**config.mk**
```make
export PLATFORM = sky130hd
export DESIGN_NAME = wufr_ctrl
export DESIGN_NICKNAME = d
export VERILOG_FILES = /design/src/wufr_pkg.sv /design/src/wufr_ctrl.sv
export SDC_FILE = /design/constraint.sdc
export NUM_CORES = 1
export LEC_CHECK = 0
export CAP_MARGIN = 20
export CORE_UTILIZATION = 28
export CTS_BUF_LIST = sky130_fd_sc_hd__clkbuf_4 sky130_fd_sc_hd__clkbuf_8 sky130_fd_sc_hd__clkbuf_16
export CTS_CLUSTER_DIAMETER = 50
export CTS_CLUSTER_SIZE = 24
export DETAILED_ROUTE_END_ITERATION = 8
export DONT_BUFFER_PORTS = 1
export HOLD_SLACK_MARGIN = 0.15
export RECOVER_POWER = 50
export SLEW_MARGIN = 15
export SYNTH_ARGS = -nofsm -noshare
export SYNTH_HDL_FRONTEND = slang
export SYNTH_SLANG_ARGS = --single-unit
```
**constraint.sdc**
```tcl
create_clock -name clk_i -period 1.7 [get_ports clk_i]
set_input_delay 0.34 -clock clk_i [delete_from_list [all_inputs] [get_ports clk_i]]
set_output_delay 0.34 -clock clk_i [all_outputs]
set_load 0.01 [all_outputs]
```
**src/wufr_pkg.sv**
```systemverilog
// ----------------------------------------------------------------------------
// wufr_pkg
// Shared types and constants of the weighted union-find ratio block.
// ----------------------------------------------------------------------------
package wufr_pkg;

  localparam int unsigned NODES_DEF     = 64;
  localparam int unsigned FRAC_BITS_DEF = 16;
  localparam int unsigned NODE_W        = 6;
  localparam int unsigned RATIO_W       = 32;

  typedef enum logic [0:0] {
    OP_UNION = 1'b0,
    OP_QUERY = 1'b1
  } op_e;

  typedef enum logic [4:0] {
    S_CLEAR, S_IDLE, S_CHECK, S_SEEN_WR_A, S_SEEN_WR_B, S_SEEN_RD_A, S_SEEN_RD_B,
    S_SEEN_CHK, S_FIND, S_WALK_RD, S_WALK_STEP, S_UNW_RD, S_UNW_MUL, S_UNW_WR,
    S_RAT_A, S_RAT_B, S_DECIDE, S_LINK_MUL, S_LINK_DIV, S_Q_DIV, S_DIV_WAIT,
    S_LINK_WR, S_OUT
  } state_e;

  typedef enum logic [4:0] {
    DP_NOP, DP_CLEAR, DP_LOAD, DP_SEEN_WR, DP_RD, DP_LATCH_B, DP_FIND, DP_WALK_RD,
    DP_WALK_STEP, DP_UNW_RD, DP_UNW_MUL, DP_UNW_WR, DP_LINK_MUL, DP_DIV_LINK,
    DP_DIV_QUERY, DP_LINK_WR, DP_OUT_LOAD
  } dp_op_e;

  typedef struct packed {
    dp_op_e op;
    logic   sel_b;
  } cmd_t;

  typedef struct packed {
    logic clear_last;
    logic in_range;
    logic is_query;
    logic seen_ok;
    logic walk_root;
    logic unw_empty;
    logic same_root;
    logic div_done;
    logic out_free;
  } sts_t;

endpackage

```
**src/wufr_ctrl.sv**
```systemverilog
// ----------------------------------------------------------------------------
// wufr_ctrl
// Sequencer: clear pass, seen marking, two finds with path compression,
// link or query divide, response transfer.
// ----------------------------------------------------------------------------
module wufr_ctrl (
  input  logic              clk_i,
  input  logic              rst_ni,
  input  logic              in_valid_i,
  output logic              in_ready_o,
  input  wufr_pkg::sts_t    sts_i,
  output wufr_pkg::cmd_t    cmd_o,
  output wufr_pkg::state_e  state_o
);

  wufr_pkg::state_e state_q, state_d;
  logic second_q, second_d;

  always_ff @(posedge clk_i or negedge rst_ni) begin
    if (!rst_ni) begin
      state_q  <= wufr_pkg::S_CLEAR;
      second_q <= 1'b0;
    end else begin
      state_q  <= state_d;
      second_q <= second_d;
    end
  end

  always_comb begin
    state_d      = state_q;
    second_d     = second_q;
    cmd_o.op     = wufr_pkg::DP_NOP;
    cmd_o.sel_b  = 1'b0;
    in_ready_o   = 1'b0;
    unique case (state_q)
      wufr_pkg::S_CLEAR: begin
        cmd_o.op = wufr_pkg::DP_CLEAR;
        if (sts_i.clear_last) state_d = wufr_pkg::S_IDLE;
      end
      wufr_pkg::S_IDLE: begin
        in_ready_o = 1'b1;
        if (in_valid_i) begin
          cmd_o.op = wufr_pkg::DP_LOAD;
          second_d = 1'b0;
          state_d  = wufr_pkg::S_CHECK;
        end
      end
      wufr_pkg::S_CHECK: begin
        priority if (!sts_i.in_range)
          state_d = sts_i.is_query ? wufr_pkg::S_OUT : wufr_pkg::S_IDLE;
        else if (sts_i.is_query) state_d = wufr_pkg::S_SEEN_RD_A;
        else state_d = wufr_pkg::S_SEEN_WR_A;
      end
      wufr_pkg::S_SEEN_WR_A: begin
        cmd_o.op = wufr_pkg::DP_SEEN_WR;
        state_d  = wufr_pkg::S_SEEN_WR_B;
      end
      wufr_pkg::S_SEEN_WR_B: begin
        cmd_o.op    = wufr_pkg::DP_SEEN_WR;
        cmd_o.sel_b = 1'b1;
        state_d     = wufr_pkg::S_FIND;
      end
      wufr_pkg::S_SEEN_RD_A: begin
        cmd_o.op = wufr_pkg::DP_RD;
        state_d  = wufr_pkg::S_SEEN_RD_B;
      end
      wufr_pkg::S_SEEN_RD_B: begin
        cmd_o.op    = wufr_pkg::DP_RD;
        cmd_o.sel_b = 1'b1;
        state_d     = wufr_pkg::S_SEEN_CHK;
      end
      wufr_pkg::S_SEEN_CHK: begin
        state_d = sts_i.seen_ok ? wufr_pkg::S_FIND : wufr_pkg::S_OUT;
      end
      wufr_pkg::S_FIND: begin
        cmd_o.op    = wufr_pkg::DP_FIND;
        cmd_o.sel_b = second_q;
        state_d     = wufr_pkg::S_WALK_RD;
      end
      wufr_pkg::S_WALK_RD: begin
        cmd_o.op = wufr_pkg::DP_WALK_RD;
        state_d  = wufr_pkg::S_WALK_STEP;
      end
      wufr_pkg::S_WALK_STEP: begin
        cmd_o.op = wufr_pkg::DP_WALK_STEP;
        state_d  = sts_i.walk_root ? wufr_pkg::S_UNW_RD : wufr_pkg::S_WALK_RD;
      end
      wufr_pkg::S_UNW_RD: begin
        priority if (!sts_i.unw_empty) begin
          cmd_o.op = wufr_pkg::DP_UNW_RD;
          state_d  = wufr_pkg::S_UNW_MUL;
        end else if (!second_q) begin
          second_d = 1'b1;
          state_d  = wufr_pkg::S_FIND;
        end else begin
          state_d = wufr_pkg::S_RAT_A;
        end
      end
      wufr_pkg::S_UNW_MUL: begin
        cmd_o.op = wufr_pkg::DP_UNW_MUL;
        state_d  = wufr_pkg::S_UNW_WR;
      end
      wufr_pkg::S_UNW_WR: begin
        cmd_o.op = wufr_pkg::DP_UNW_WR;
        state_d  = wufr_pkg::S_UNW_RD;
      end
      wufr_pkg::S_RAT_A: begin
        cmd_o.op = wufr_pkg::DP_RD;
        state_d  = wufr_pkg::S_RAT_B;
      end
      wufr_pkg::S_RAT_B: begin
        cmd_o.op    = wufr_pkg::DP_RD;
        cmd_o.sel_b = 1'b1;
        state_d     = wufr_pkg::S_DECIDE;
      end
      wufr_pkg::S_DECIDE: begin
        cmd_o.op = wufr_pkg::DP_LATCH_B;
        priority if (sts_i.is_query)
          state_d = sts_i.same_root ? wufr_pkg::S_Q_DIV : wufr_pkg::S_OUT;
        else
          state_d = sts_i.same_root ? wufr_pkg::S_IDLE : wufr_pkg::S_LINK_MUL;
      end
      wufr_pkg::S_LINK_MUL: begin
        cmd_o.op = wufr_pkg::DP_LINK_MUL;
        state_d  = wufr_pkg::S_LINK_DIV;
      end
      wufr_pkg::S_LINK_DIV: begin
        cmd_o.op = wufr_pkg::DP_DIV_LINK;
        state_d  = wufr_pkg::S_DIV_WAIT;
      end
      wufr_pkg::S_Q_DIV: begin
        cmd_o.op = wufr_pkg::DP_DIV_QUERY;
        state_d  = wufr_pkg::S_DIV_WAIT;
      end
      wufr_pkg::S_DIV_WAIT: begin
        if (sts_i.div_done)
          state_d = sts_i.is_query ? wufr_pkg::S_OUT : wufr_pkg::S_LINK_WR;
      end
      wufr_pkg::S_LINK_WR: begin
        cmd_o.op = wufr_pkg::DP_LINK_WR;
        state_d  = wufr_pkg::S_IDLE;
      end
      wufr_pkg::S_OUT: begin
        if (sts_i.out_free) begin
          cmd_o.op = wufr_pkg::DP_OUT_LOAD;
          state_d  = wufr_pkg::S_IDLE;
        end
      end
      default: state_d = wufr_pkg::S_IDLE;
    endcase
  end

  assign state_o = state_q;

endmodule

```
== Word level (Yosys, flattened, before mapping) ==
Cells that the tools add are included.

* Word-level logic and storage cells: 62
* Register bits: 6
* Input port bits: 12
* Output and inout port bits: 12

* Reduce and logical (&&, ||, !) cells: 8
* Muxes and demuxes: 25
* Eq/ne operators: 27

{| class="wikitable"
|+ Operators with widths
! kind !! count
|-
| 5-bit case mux with 21 select lines || 1
|-
| 5-bit case mux with 16 select lines || 1
|-
| 5-bit two-way mux || 11
|-
| 5-bit by 4-bit == test with 1-bit output, second input constant || 8
|-
| 5-bit == test, second input constant || 7
|-
| 5-bit by 3-bit == test with 1-bit output, second input constant || 4
|-
| 5-bit by 2-bit == test with 1-bit output, second input constant || 2
|-
| 2-bit != test, second input constant || 5
|-
| 3-bit two-way mux || 3
|-
| 2-bit two-way mux || 3
|-
| 5-bit by 1-bit == test with 1-bit output, second input constant || 1
|-
| 5-bit logical NOT || 1
|-
| 4-bit two-way mux || 1
|-
| 1-bit case mux with 2 select lines || 2
|-
| 4-bit AND reduction || 1
|-
| 2-bit OR reduction || 2
|-
| 4-bit OR reduction || 1
|-
| 1-bit two-way mux || 3
|-
| 3-bit AND reduction || 1
|-
| 3-bit OR reduction || 1
|-
| 2-bit nonzero test || 1
|}

== Depth between registers and ports, before layout ==
* Word-level depth: 3
* Depth in mapped cells: 7
* Gate-level depth less buffers: 7

== Worst setup path after synthesis ==
OpenSTA, ideal clock, no wires.

* Path type: register to output
* Start: reg state_q[1] (netlist: state_o[1])
* End: out cmd_o[3] (netlist name)
* Path buffers: 2
* Arrival: 1.344 ns
* Path slack: 0.016 ns
* Stages on the path, launching flop included: 7
* Cells stage by stage: dfrtp_1 -> buf_2 -> buf_2 -> nand2_1 -> nor2_1 -> a31oi_1 -> o22ai_1

{| class="wikitable"
|+ RTL lines
! element !! line !! source
|-
| from (decl) || wufr_ctrl.sv:16 || <nowiki>wufr_pkg::state_e state_q, state_d;</nowiki>
|-
| from (signal assigned) || wufr_ctrl.sv:21 || <nowiki>state_q <= wufr_pkg::S_CLEAR;</nowiki>
|-
| from (signal assigned) || wufr_ctrl.sv:24 || <nowiki>state_q <= state_d;</nowiki>
|-
| to (decl) || wufr_ctrl.sv:12 || <nowiki>output wufr_pkg::cmd_t cmd_o,</nowiki>
|}

==> metrics.txt <==
design area ~1300 µm²; r2r setup slk approximately 0.05 ns; worst hold start sts_i[0]; initial DRC count 80; DR WL/cell 16.9 µm; unrepaired setup endpoints after global routing yes; DR pass1 iterations 6; Hold Path End state_o[1]$_DFFE_PN0P_; CTS tree built; Worst path slowest cell dfrtp_2; grt ovf 0; Hold Fails Final Rpt 0; number of flops mapped to enable cells by yosys 0; # diodes 0; hpwl dp between 2 and 2.5 mm; reg2reg start state_o[4]$_DFFE_PN0P_; VDD IR max 0.568 mV; TNS Setup -0.160 ns; post-synth cell types 39; fmax 0.565 GHz; Setup WS post-layout -0.0709 ns; H-tree depth 1; Hold Path Depth 1; vias in the first global route between 1000 and 1500; Slew Viols, Final 0; slowest cell delay on critical path roughly 0.43 ns; Num Clock Sinks 6; Setup Skew 0.000929 ns; worst path required time 1.36 ns; Top FF cell, synth dfrtp_1; initial antenna violation count 0; first-pass GRT wire length 5.05 mm; most common cell after layout, fill and taps aside buf_4; post-route ant nets 0; Ys Warns 0; Fin Hold WS 0.207 ns; Worst-Skew Late Latency 0.24 ns; Post-DP Area around 1000 µm²; Vias 1051; Critical Path Source state_o[1]$_DFFE_PN0P_; commonest cells after routing, fill and taps aside buf_4, nand2_1, nor2_1; Die X around 57 µm; share of layout cells above drive strength 1 42.1%; worst-path cell chain buf_12 -> nand2b_1 -> a31oi_1 -> o22ai_1 -> buf_4; Syn Area/Cell 6.76 µm²; residual DRC count 8; Least-Margin Pin Slew 0.430 ns; placed cell count 167; sequential area share after synthesis 17.8%; synthesized netlist cell count approximately 130; port bufs 0; Via density between 5 and 6; Synth Register Bits 6; Rows 19; Hold/Removal Path Class input pin to flip-flop; Synth area leader dfrtp_1; register clock-pin slew on the reported worst setup and hold paths 0.04 ns; IO Count 24; RR Endpoint state_o[1]$_DFFE_PN0P_; R2R depth 6; Arr. time, crit path 1.43 ns; crit path max fanout 5; worst slack, placed 0.0149 ns; post-route insts no fill 183; area share of the largest cell type after synthesis 17.8%; Sequential cell area 155 µm²; root buffer cell clkbuf_4; CP Capture Type primary output; mapped cell area 845 µm²; WL final between 3 and 4 mm; final worst path period need 1.77 ns; Die Height 56.9 µm; Final setup violation count 5; number of max-cap violations 0; CTS Buffer Depth 2; cell leakage power between 0.5 and 0.6 nW; multi-input logic area roughly 720 µm²; FILL cells 286; failing checks DRC, setup timing; Core ar. 2810 µm²; Util after Layout between 40 and 50%; largest net degree at the start of global routing 14; max_slew headroom a little under three quarters; CP Class flip-flop to primary output; routability cong. between 0.8 and 0.9; status finished with violations; synth top area cells dfrtp_1, nand2_1, nor2_1, o21ai_0, nor2b_1; initial core utilization 30.1%; Post-synth ARST share 100%; die area 3240 µm²; Final nets 168; overall routing resource usage 20.0%; CP bufs+invs 2; synthesized net count 139; Final Cycle Share 104%; total CTS buffers 3; startpoint types flip-flop; total power 2.38 mW; crit-path leading delay family flip-flops; total power per unit cell area between 1500 and 2000 nW/µm²; Layout area overhead 53.5%
## worst max-delay path by stage
stage | end | slack (ns) | depth (start not counted)
2_1_floorplan | cmd_o[3] | 0.02 | 6
3_3_place_gp | cmd_o[3] | 0.07 | 6
6_report | cmd_o[3] | -0.07 | 5
5_1_grt | cmd_o[2] | -0.12 | 6
3_5_place_dp | cmd_o[0] | 0.01 | 5
4_1_cts | cmd_o[3] | -0.04 | 5
## state kept, by name (all words and copies together), names as in the netlist
register  cells
state_o       5
second_q      1
## power breakdown
group | leakage [nW] | internal, mW | switching [mW] | total, mW
combinational | 0.470 | 0.943 | 0.995 | 1.94
clock | 0.0138 | 0.0799 | 0.0517 | 0.132
sequential | 0.0719 | 0.210 | 0.103 | 0.313
## worst reg2reg max path: cells and delay by family (launching register included)
family | cells | cell delay [ns]
compound gates | 4 | 0.66
flops | 1 | 0.39
buf+inv | 1 | 0.37
simple gates | 1 | 0.10
## final cells by class
class / count / share of cell area (%)
inverter: 5 / 1.45
clock buffer: 3 / 1.74
multi-input combinational: 103 / 55.4
sequential: 6 / 12.0
timing repair buffer: 35 / 26.4
tap: 31 / 2.99
## cell usage after synthesis (2+ instances only)
library cell and n:
nand2_1 15, nor2_1 13, o21ai_0 9, a21oi_1 8, nor2b_1 7, buf_2 6
dfrtp_1 6, a31oi_1 4, inv_1 4, nand2b_1 4, nand3_1 4, o21ai_1 4
o22ai_1 4, clkbuf_1 3, mux2i_1 3, a211oi_1 2, and3_1 2, ha_1 2
nand4_1 2, nor3b_1 2, o31ai_1 2, or2_4 2
## timing repair
item,CTS,global route
endpoints found under the setup margin,7,8
cloned,1,0
hold buffers,1,0
gates resized for setup,34,5
setup buffers,8,3
hold endpoints to repair,6,0
pin swaps,9,7
## cells by family after synthesis
kind of cell | share of synthesized area [%]
compound gates | 32.9
flops | 17.8
buf+inv | 9.33
simple gates | 33.5
fa+ha+maj | 2.96
mux | 3.56
## metal layers
layer  track usage, %  wire length (µm)
met4             6.27                74
met2             32.3              1480
met5                0                 0
met1             26.1              1300
met3             5.07               231
No activity file was read; power rests on OpenSTA's default activity.
